## src/rtl/core/biquad_pkg.sv

```systemverilog
// Package for the biquad IIR section: beat types, register indexes, widths,
// sequencer states and the saturation helper.
// No dependencies.
package biquad_pkg;

  localparam int CHANNELS   = 3;
  localparam int CH_IDX_W   = (CHANNELS > 1) ? $clog2(CHANNELS) : 1;

  localparam int NUM_COEF   = 5;
  localparam int CFG_IDX_W  = 3;
  localparam int COEF_W     = 32;

  localparam int SAMPLE_W   = 16;
  localparam int CHAN_W     = 2;

  localparam int STATE_W    = 48;
  localparam int ACC_W      = 56;
  localparam int YFB_W      = 33;

  localparam int DIGIT_W    = 8;
  localparam int MUL_DIGITS = 5;
  localparam int B_W        = DIGIT_W * MUL_DIGITS;
  localparam int CNT_W      = $clog2(MUL_DIGITS);
  localparam int PART_W     = COEF_W + DIGIT_W + 1;
  localparam int SUM_W      = PART_W + 1;
  localparam int PROD_W     = COEF_W + B_W;

  localparam logic [CNT_W-1:0] LAST_DIGIT = CNT_W'(MUL_DIGITS - 1);

  localparam logic signed [COEF_W-1:0] COEF_B0_RESET = 32'sh4000_0000;

  typedef enum logic [CFG_IDX_W-1:0] {
    REG_B0 = 3'd0,
    REG_B1 = 3'd1,
    REG_B2 = 3'd2,
    REG_A1 = 3'd3,
    REG_A2 = 3'd4
  } coef_idx_t;

  typedef enum logic [2:0] {
    S_IDLE,
    S_LOAD,
    S_MUL,
    S_ACC,
    S_DONE
  } state_t;

  typedef struct packed {
    logic signed [SAMPLE_W-1:0] sample_in;
    logic [CHAN_W-1:0]          channel;
  } in_beat_t;

  typedef struct packed {
    logic signed [SAMPLE_W-1:0] sample_out;
    logic [CHAN_W-1:0]          channel_out;
  } out_beat_t;

  function automatic logic signed [STATE_W-1:0] sat_state(
    input logic signed [ACC_W-1:0] v
  );
    logic signed [ACC_W-1:0] hi_lim;
    logic signed [ACC_W-1:0] lo_lim;
    hi_lim = {{(ACC_W-STATE_W+1){1'b0}}, {(STATE_W-1){1'b1}}};
    lo_lim = {{(ACC_W-STATE_W+1){1'b1}}, {(STATE_W-1){1'b0}}};
    if (v > hi_lim) begin
      return hi_lim[STATE_W-1:0];
    end else if (v < lo_lim) begin
      return lo_lim[STATE_W-1:0];
    end
    return v[STATE_W-1:0];
  endfunction

endpackage

```

## src/rtl/core/biquad_iir_filter.sv

```systemverilog
// Biquad IIR section, transposed direct form II, shared by several channels.
// Holds the coefficient registers, per-channel delay pairs and a digit-serial multiplier.
// Depends on biquad_pkg.
//
// Usage:
//   req     : sample beat (sample_in, channel) with req_valid / req_ready.
//   rsp     : result beat (sample_out, channel_out) with rsp_valid / rsp_ready.
//   cfg     : coefficient writes (cfg_index, cfg_data), cfg_ready always high;
//             indexes 0..4 are b0, b1, b2, a1, a2 in Q2.30, others are dropped.
// Each beat runs five products through one 32 x 8 multiplier, one 8-bit digit
// of the sample or of the feedback term per cycle.
// A beat with a channel outside the configured range skips the products
// and goes from acceptance straight to the result step, which returns 0;
// the delay state stays untouched.
// The result register parts the two sides: a new beat is taken while an
// earlier result waits; a stalled receiver holds the next finished beat in
// its last step, and req_ready stays low until the result register frees.
// Reset (rst, synchronous) clears all delay terms, sets b0 to 1.0 and the
// other coefficients to 0, and empties the result register.
module biquad_iir_filter
  import biquad_pkg::*;
(
  input  logic                 clk,
  input  logic                 rst,
  input  logic                 req_valid,
  output logic                 req_ready,
  input  in_beat_t             req,
  output logic                 rsp_valid,
  input  logic                 rsp_ready,
  output out_beat_t            rsp,
  input  logic                 cfg_valid,
  output logic                 cfg_ready,
  input  logic [CFG_IDX_W-1:0] cfg_index,
  input  logic [COEF_W-1:0]    cfg_data
);

  state_t state;
  state_t state_next;
  coef_idx_t op;
  coef_idx_t op_next;
  logic [CNT_W-1:0] dig_cnt;

  logic signed [COEF_W-1:0]  coef [NUM_COEF];
  logic signed [STATE_W-1:0] delay_one [CHANNELS];
  logic signed [STATE_W-1:0] delay_two [CHANNELS];

  logic signed [SAMPLE_W-1:0] x_reg;
  logic [CHAN_W-1:0]          ch_reg;
  logic                       chan_ok;
  logic [CH_IDX_W-1:0]        ch_idx;

  logic signed [SUM_W-1:0]   hi;
  logic [B_W-1:0]            lo;
  logic [B_W-1:0]            b_shift;
  logic signed [ACC_W-1:0]   acc;
  logic signed [STATE_W-1:0] y;

  logic                        chan_in_range;
  logic                        rsp_load;
  logic signed [COEF_W-1:0]    coef_sel;
  logic [DIGIT_W-1:0]          digit;
  logic signed [DIGIT_W:0]     digit_s;
  logic signed [PART_W-1:0]    partial;
  logic signed [SUM_W-1:0]     sum;
  logic signed [PROD_W-1:0]    prod;
  logic signed [PROD_W-1:0]    prod_rnd;
  logic signed [ACC_W-1:0]     prod_acc;
  logic signed [ACC_W-1:0]     fb_term;
  logic signed [ACC_W-1:0]     s1_rd;
  logic signed [ACC_W-1:0]     s2_rd;
  logic signed [STATE_W:0]     y_ext;
  logic signed [STATE_W:0]     y_out_sh;
  logic signed [STATE_W:0]     yfb_sh;
  logic signed [YFB_W-1:0]     yfb;
  logic signed [SAMPLE_W-1:0]  o_sat;

  assign cfg_ready     = 1'b1;
  assign chan_in_range = 32'(req.channel) < 32'(CHANNELS);
  assign ch_idx        = CH_IDX_W'(ch_reg);

  // digit-serial multiply: coefficient times one digit, top digit signed
  assign coef_sel = coef[op];
  assign digit    = b_shift[DIGIT_W-1:0];
  assign digit_s  = (dig_cnt == LAST_DIGIT) ? $signed({digit[DIGIT_W-1], digit})
                                            : $signed({1'b0, digit});
  assign partial  = coef_sel * digit_s;
  assign sum      = hi + partial;
  assign prod     = $signed({hi[COEF_W-1:0], lo});
  assign prod_rnd = (prod + PROD_W'(64'sd8192)) >>> 14;
  assign prod_acc = prod[ACC_W-1:0];
  assign fb_term  = prod_rnd[ACC_W-1:0];

  assign s1_rd = ACC_W'(delay_one[ch_idx]);
  assign s2_rd = ACC_W'(delay_two[ch_idx]);

  assign y_ext    = {y[STATE_W-1], y};
  assign y_out_sh = (y_ext + (STATE_W+1)'(64'sd536870912)) >>> 30;
  assign yfb_sh   = (y_ext + (STATE_W+1)'(64'sd32768)) >>> 16;
  assign yfb      = yfb_sh[YFB_W-1:0];

  always_comb begin
    if (y_out_sh > (STATE_W+1)'(64'sd32767)) begin
      o_sat = 16'sh7fff;
    end else if (y_out_sh < (STATE_W+1)'(-64'sd32768)) begin
      o_sat = 16'sh8000;
    end else begin
      o_sat = y_out_sh[SAMPLE_W-1:0];
    end
  end

  always_comb begin
    unique case (op)
      REG_B0:  op_next = REG_B1;
      REG_B1:  op_next = REG_A1;
      REG_A1:  op_next = REG_B2;
      REG_B2:  op_next = REG_A2;
      default: op_next = REG_B0;
    endcase
  end

  // next state
  always_comb begin
    state_next = state;
    unique case (state)
      S_IDLE: begin
        if (req_valid) begin
          state_next = chan_in_range ? S_LOAD : S_DONE;
        end
      end
      S_LOAD: state_next = S_MUL;
      S_MUL: begin
        if (dig_cnt == LAST_DIGIT) begin
          state_next = S_ACC;
        end
      end
      S_ACC: state_next = (op == REG_A2) ? S_DONE : S_LOAD;
      S_DONE: begin
        if (!rsp_valid || rsp_ready) begin
          state_next = S_IDLE;
        end
      end
      default: state_next = S_IDLE;
    endcase
  end

  // control outputs
  always_comb begin
    req_ready = 1'b0;
    rsp_load  = 1'b0;
    unique case (state)
      S_IDLE:  req_ready = 1'b1;
      S_DONE:  rsp_load  = !rsp_valid || rsp_ready;
      default: ;
    endcase
  end

  always_ff @(posedge clk) begin
    if (rst) begin
      state     <= S_IDLE;
      op        <= REG_B0;
      dig_cnt   <= '0;
      rsp_valid <= 1'b0;
    end else begin
      state <= state_next;
      if (state == S_IDLE) begin
        op <= REG_B0;
      end else if (state == S_ACC) begin
        op <= op_next;
      end
      if (state == S_LOAD) begin
        dig_cnt <= '0;
      end else if (state == S_MUL) begin
        dig_cnt <= dig_cnt + CNT_W'(1);
      end
      if (rsp_load) begin
        rsp_valid <= 1'b1;
      end else if (rsp_ready) begin
        rsp_valid <= 1'b0;
      end
    end
  end

  always_ff @(posedge clk) begin
    if (rst) begin
      coef[REG_B0] <= COEF_B0_RESET;
      coef[REG_B1] <= '0;
      coef[REG_B2] <= '0;
      coef[REG_A1] <= '0;
      coef[REG_A2] <= '0;
    end else if (cfg_valid && cfg_ready && (32'(cfg_index) < 32'(NUM_COEF))) begin
      coef[cfg_index] <= $signed(cfg_data);
    end
  end

  // delay pairs: update s1 after the a1 product, s2 after the a2 product
  always_ff @(posedge clk) begin
    if (rst) begin
      for (int i = 0; i < CHANNELS; i++) begin
        delay_one[i] <= '0;
        delay_two[i] <= '0;
      end
    end else if (state == S_ACC) begin
      if (op == REG_A1) begin
        delay_one[ch_idx] <= sat_state(acc - fb_term);
      end
      if (op == REG_A2) begin
        delay_two[ch_idx] <= sat_state(acc - fb_term);
      end
    end
  end

  always_ff @(posedge clk) begin
    if (state == S_IDLE && req_valid) begin
      x_reg   <= req.sample_in;
      ch_reg  <= req.channel;
      chan_ok <= chan_in_range;
    end
    if (state == S_LOAD) begin
      b_shift <= (op == REG_A1 || op == REG_A2) ? B_W'(yfb) : B_W'(x_reg);
      hi      <= '0;
    end
    if (state == S_MUL) begin
      hi      <= sum >>> DIGIT_W;
      lo      <= {sum[DIGIT_W-1:0], lo[B_W-1:DIGIT_W]};
      b_shift <= b_shift >> DIGIT_W;
    end
    if (state == S_ACC) begin
      unique case (op)
        REG_B0:  y   <= sat_state(prod_acc + s1_rd);
        REG_B1:  acc <= prod_acc + s2_rd;
        REG_B2:  acc <= prod_acc;
        default: ;
      endcase
    end
    if (rsp_load) begin
      rsp.sample_out  <= chan_ok ? o_sat : '0;
      rsp.channel_out <= ch_reg;
    end
  end

  a_digit_bound: assert property (@(posedge clk) disable iff (rst)
    (state == S_MUL) |-> (dig_cnt <= LAST_DIGIT))
    else $error("digit counter past last digit");

  a_bad_channel: assert property (@(posedge clk) disable iff (rst)
    (req_valid && req_ready && !chan_in_range) |=> (state == S_DONE))
    else $error("out-of-range channel did not skip to result");

  a_done_after_a2: assert property (@(posedge clk) disable iff (rst)
    (state == S_DONE) |-> (!chan_ok || op == REG_B0))
    else $error("result reached before all five products");

  a_stall_holds: assert property (@(posedge clk) disable iff (rst)
    (state == S_DONE && rsp_valid && !rsp_ready) |=> (state == S_DONE))
    else $error("finished beat dropped under stall");

endmodule

```

## config.mk

```make
export PLATFORM = sky130hd
export DESIGN_NAME = biquad_iir_filter
export DESIGN_NICKNAME = d
export VERILOG_FILES = /design/src/rtl/core/biquad_pkg.sv /design/src/rtl/core/biquad_iir_filter.sv
export SDC_FILE = /design/constraint.sdc
export NUM_CORES = 2
export LEC_CHECK = 0
export ABC_AREA = 1
export BUFFER_PORTS_ARGS = -buffer_cell sky130_fd_sc_hd__clkbuf_2
export CAP_MARGIN = 20
export CORE_MARGIN = 5
export CORE_UTILIZATION = 25
export CTS_BUF_LIST = sky130_fd_sc_hd__clkbuf_4 sky130_fd_sc_hd__clkbuf_8
export DETAILED_ROUTE_END_ITERATION = 10
export PLACE_DENSITY = 0.48
export SLEW_MARGIN = 10
export SYNTH_ARGS = -nofsm -noshare
export SYNTH_HDL_FRONTEND = slang
export SYNTH_SLANG_ARGS = --single-unit
```

## constraint.sdc

```tcl
create_clock -name clk -period 18.8 [get_ports clk]
set_input_delay 5.64 -clock clk [delete_from_list [all_inputs] [get_ports clk]]
set_output_delay 5.64 -clock clk [all_outputs]
set_load 0.01 [all_outputs]
```

; Yosys cells after proc, flatten, opt, wreduce, memory -nomap -nowiden
; Memories as Yosys holds them, arrays and structs flattened. A register that Yosys moved wholly into a read port is not among the register bits.
; Cells that the tools add are included.
[word_totals]
ff_bits = 273
latchBits = 0
mem_bits_rw = 448
mem_bits_ro = 0
inputBits = 58
output_inout_bits = 21
elab_cells = 139
memories = 3
[classes]
add_sub_neg = 8
mul = 1
n_div = 0
magnitude_cmp = 8
eq_ne = 12
n_shift = 0
muxes = 71
n_bitwise = 1
n_reduce_logical = 19
[memory_table]
columns = name, depth, width, read_ports, rd_clocked_by_memory_dff, wr, line_no
row1 = coef, 5, 32, 1, 1, 5, biquad_iir_filter.sv:43  ; logic signed [COEF_W-1:0] coef [NUM_COEF];
row2 = delay_one, 3, 48, 1, 1, 3, biquad_iir_filter.sv:44  ; logic signed [STATE_W-1:0] delay_one [CHANNELS];
row3 = delay_two, 3, 48, 1, 1, 3, biquad_iir_filter.sv:45  ; logic signed [STATE_W-1:0] delay_two [CHANNELS];
[ops]
columns = operator, n
row1 = 48-bit two-way mux, 15
row2 = 56-bit by 48-bit adder with 56-bit output, 2
row3 = 56-bit by 48-bit > comparator with 1-bit output (second input constant), 2
row4 = 56-bit by 48-bit less-than comparator with 1-bit output (second input constant), 2
row5 = 56-bit case mux with 2 select lines, 1
row6 = 32-bit two-way mux, 3
row7 = 48-bit OR reduction, 2
row8 = 42-bit two-way mux, 2
row9 = 70-bit by 15-bit adder with 70-bit output (second input constant), 1
row10 = 56-bit subtractor, 1
row11 = 48-bit by 17-bit adder with 49-bit output (second input constant), 1
row12 = 48-bit by 31-bit adder with 49-bit output (second input constant), 1
row13 = 42-bit by 41-bit adder with 42-bit output, 1
row14 = 32-bit by 9-bit multiplier with 41-bit output, 1
row15 = 40-bit two-way mux, 1
row16 = 1-bit two-way mux, 32
row17 = 32-bit OR reduction, 1
row18 = 3-bit two-way mux, 8
row19 = 19-bit by 16-bit > comparator with 1-bit output (second input constant), 1
row20 = 19-bit by 16-bit less-than comparator with 1-bit output (second input constant), 1
row21 = 16-bit two-way mux, 1
row22 = 15-bit two-way mux, 1
row23 = 3-bit case mux with 5 select lines, 1
row24 = 3-bit by 2-bit == test with 1-bit output (second input constant), 4
row25 = 18 further kinds, 34

; Longest topological paths before layout
[depth]
depth_word = 13
ltp_mapped = 36
depth_no_buf = 34

; Least setup slack after synthesis
; OpenSTA, ideal clock, no wires.
[synth_path]
path_kind = input -> register
start = in rst
end = mem delay_one[3][0], enable pin
setup_time_ns = 0.573
t_arrival_ns = 10.422
t_required_ns = 18.227
path_slack_ns = 7.805
cell_stages = 3
path_buffers = 0
path_cell_list = inv_1 -> nand2_1 -> nor4_1
[synth_lines]
columns = element, line_no
row1 = start: declaration, biquad_iir_filter.sv:24  ; input logic rst,
row2 = end: declaration, biquad_iir_filter.sv:44

==> results by group <==
Clocking
  • Post_cts resized: 0
  • CTS buffer count: between 150 and 200
  • Clock-pin slew on the worst setup and hold paths: 0.06 ns
  • CTS tree: yes
  • Clk_lat worst skew: between 0.9 and 1 ns
  • CTS Root Cell: clkbuf_8
  • Hold_buf cts: 0
  • Clock Path Buffers: 3
  • Clock Sinks: between 800 and 900
  • CTS H-tree depth: 4
  • Post-CTS Setup Repair Bufs: 0

Synthesis
  • Cell area after synthesis: a little over 60,000 µm²
  • Post-synth cell types: 58
  • Ys flop type: edfxtp_1
  • Post-synth EDFFs: between 800 and 900
  • Post-synthesis sequential area ratio: 42.96%
  • Syn. warnings: 0
  • Number of synthesized register bits: approximately 890
  • Async S/R FF share, synth: 0%
  • Syn_area_per_cell: between 8 and 9 µm²
  • Cells after Synth: 7,183

Finish
  • Share of layout cells above drive strength 1: approximately 6.7%
  • Reg with most FFs: coef
  • Number of fill cells in the layout: around 26,000
  • Area Overhead vs Synth: 12.47%
  • # nets final: just under 8,000
  • Most frequent cells in the layout: nand2_1, inv_1, nor2_1, edfxtp_1, a21oi_1
  • Commonest non-fill, non-tap cell in the layout: nand2_1
  • Top Registers: coef (256), delay_one (192), delay_two (192)
  • Max FFs per register: between 200 and 300
  • Non-Filler Instances: 10,701

Status
  • Status: completed

STA
  • Slew headroom: between 15 and 20%
  • Final Setup Violations: 0
  • Unrepaired setup endpoints after global routing: no
  • Final clock skew: roughly 0.083 ns
  • Hold Slack: 0.5002 ns
  • Tmin final: between 8 and 9 ns
  • Endpoints failing hold: 0
  • Final worst path period share: a little under half
  • TNS Setup: 0 ns
  • Fmax: roughly 110 MHz
  • Final Max Tran Viols: 0
  • Tightest Pin Transition: 1.244 ns
  • Final WS setup: ~10 ns

Detailed routing
  • Max layer used: met5
  • Met2 WL: between 100,000 and 150,000 µm
  • Antenna viol nets, final: 0
  • Drt pass-1 iters: 6
  • DRT iter0 DRCs: approximately 4,500
  • Metal-1 WL: slightly above 100,000 µm
  • DR vias/cell: roughly 4.8
  • Met3 routed WL: between 10,000 and 15,000 µm
  • DRC viols: 0
  • Via Count: 51,002
  • Routed len/inst: around 22 µm
  • Routed WL: approximately 230,000 µm

Critical path
  • Critical Path RT: between 15 and 20 ns
  • CP Buf/Inv Count: 5
  • CP max FO: between 80 and 90
  • Critical Path AT: between 9 and 10 ns
  • WS Path Type: reg -> reg
  • Critical path's top delay family: simple AND/OR/NAND/NOR gates
  • Worst Setup Start Kind: register
  • Worst path depth: 32
  • Worst reg-to-reg path cell count: 32
  • Crit end category: register
  • Crit-path slowest cell: buf_4
  • Critical Path Max Stage Delay: a little over 0.8 ns
  • CP dominant cell by count: nand2_1

Placement
  • Cells after DPL: roughly 10,000
  • RePlAce Congestion: about 0.96
  • IO buf count: between 70 and 80
  • Place WS: around 10 ns
  • Final HPWL DP: around 180,000 µm

Floorplanning
  • Initial Util: approximately a quarter
  • Die Wd: 506.8 µm
  • IO Pins: 79
  • Die Area: about 260,000 µm²
  • # rows: ~180
  • Core Region: 245,700 µm²
  • Die extent in y: between 500 and 600 µm

Flow run
  • Max Cap Viol: 0

Hold path
  • Worst Hold Class: reg -> reg
  • Hold Path Depth: 2

Global routing
  • Tot GR Track Use: 17.66%
  • Vias in the first global route: between 50,000 and 60,000
  • Initial antenna violation count: 5
  • First-pass GRT wire length: approximately 340,000 µm
  • Remaining Overflow, GRT: 0
  • Largest net degree at the start of global routing: 121
[per-stage QoR]
stage / utilization [%] / cell area [µm²]
6_report: 28.24 / 69380
5_1_grt: 28.24 / 69380
3_3_place_gp: 26.85 / 65970
3_5_place_dp: 26.85 / 65970
2_1_floorplan: - / 62050
4_1_cts: 28.22 / 69330
[per-layer routing]
layer  vias to the layer above  global-route usage [%]
li1                      24183                       -
met1                     25001                   23.33
met2                      1482                   28.96
met3                       334                   2.534
met4                         2                   7.416
met5                         -                       0
[cell families (layout without fill, tap and decap cells)]
family / after synthesis / count (layout) / share of synthesized area, %
xor+xnor: 163 / 163 / 2.314
compound gates: 1434 / 1434 / 12.91
fa+ha+maj: 538 / 538 / 14.25
simple gates: 2789 / 2789 / 18.12
flops: 888 / 888 / 42.96
other cells: 2 / 101 / 0.01217
mux: 64 / 64 / 1.038
buf+inv: 1305 / 1504 / 8.399
[cell usage after synthesis (all sizes together) (16+ instances only)]
cell | instances | area [µm²]
a31oi | 34 | 212.7
clkbuf | 192 | 720.7
o21bai | 38 | 285.3
a21o | 25 | 187.7
nand4 | 54 | 337.8
xor2 | 108 | 945.9
dfxtp | 16 | 320.3
ha | 264 | 3303
nand2 | 1461 | 5514
xnor2 | 55 | 481.7
o21a | 19 | 142.6
mux2i | 64 | 640.6
nor4 | 22 | 143.9
a21oi | 602 | 3013
o22ai | 94 | 594.3
o21ai | 504 | 2530
edfxtp | 872 | 26190
fa | 274 | 5485
o221ai | 64 | 560.5
nor2 | 956 | 3616
nor3 | 66 | 335.3
or2 | 22 | 137.6
buf | 60 | 508.0
inv | 1051 | 3945
nand3 | 188 | 950.9
[cell type report]
type / instances / area (µm²) / share of cell area [%]
diodes: 4 / 10.01 / 0.01443
clock buffers: 218 / 2681 / 3.864
clock inverters: 75 / 674.4 / 0.9720
inverters: 1053 / 3959 / 5.706
multi-input cells: 5085 / 30480 / 43.94
flip-flops and latches: 888 / 26520 / 38.22
well taps: 3220 / 4029 / 5.807
repair buffers: 158 / 1026 / 1.479
[worst register-to-register path: cells and delay by family, from the launching register on]
family	cells	cell delay (ns)
AND/OR/NAND/NOR	24	5.16
buffers and inverters	5	2.03
adder cells (fa/ha/maj)	2	0.69
flip-flops	1	0.46
XOR/XNOR	1	0.12
[final timing paths]
kind	startpoint	end	slack, ns
setup / recovery	lo[14]$_DFFE_PP_	delay_one[3][1]$_DFFE_PP_	10.03
hold / removal	dig_cnt[0]$_SDFFE_PP0P_	dig_cnt[0]$_SDFFE_PP0P_	0.50
setup reg to reg	lo[14]$_DFFE_PP_	delay_one[3][1]$_DFFE_PP_	10.03
hold reg to reg	dig_cnt[0]$_SDFFE_PP0P_	dig_cnt[0]$_SDFFE_PP0P_	0.50
Power is left out: the tool's default activity adds up to more than one toggle a clock period on the data nets, which glitch-free logic cannot reach.
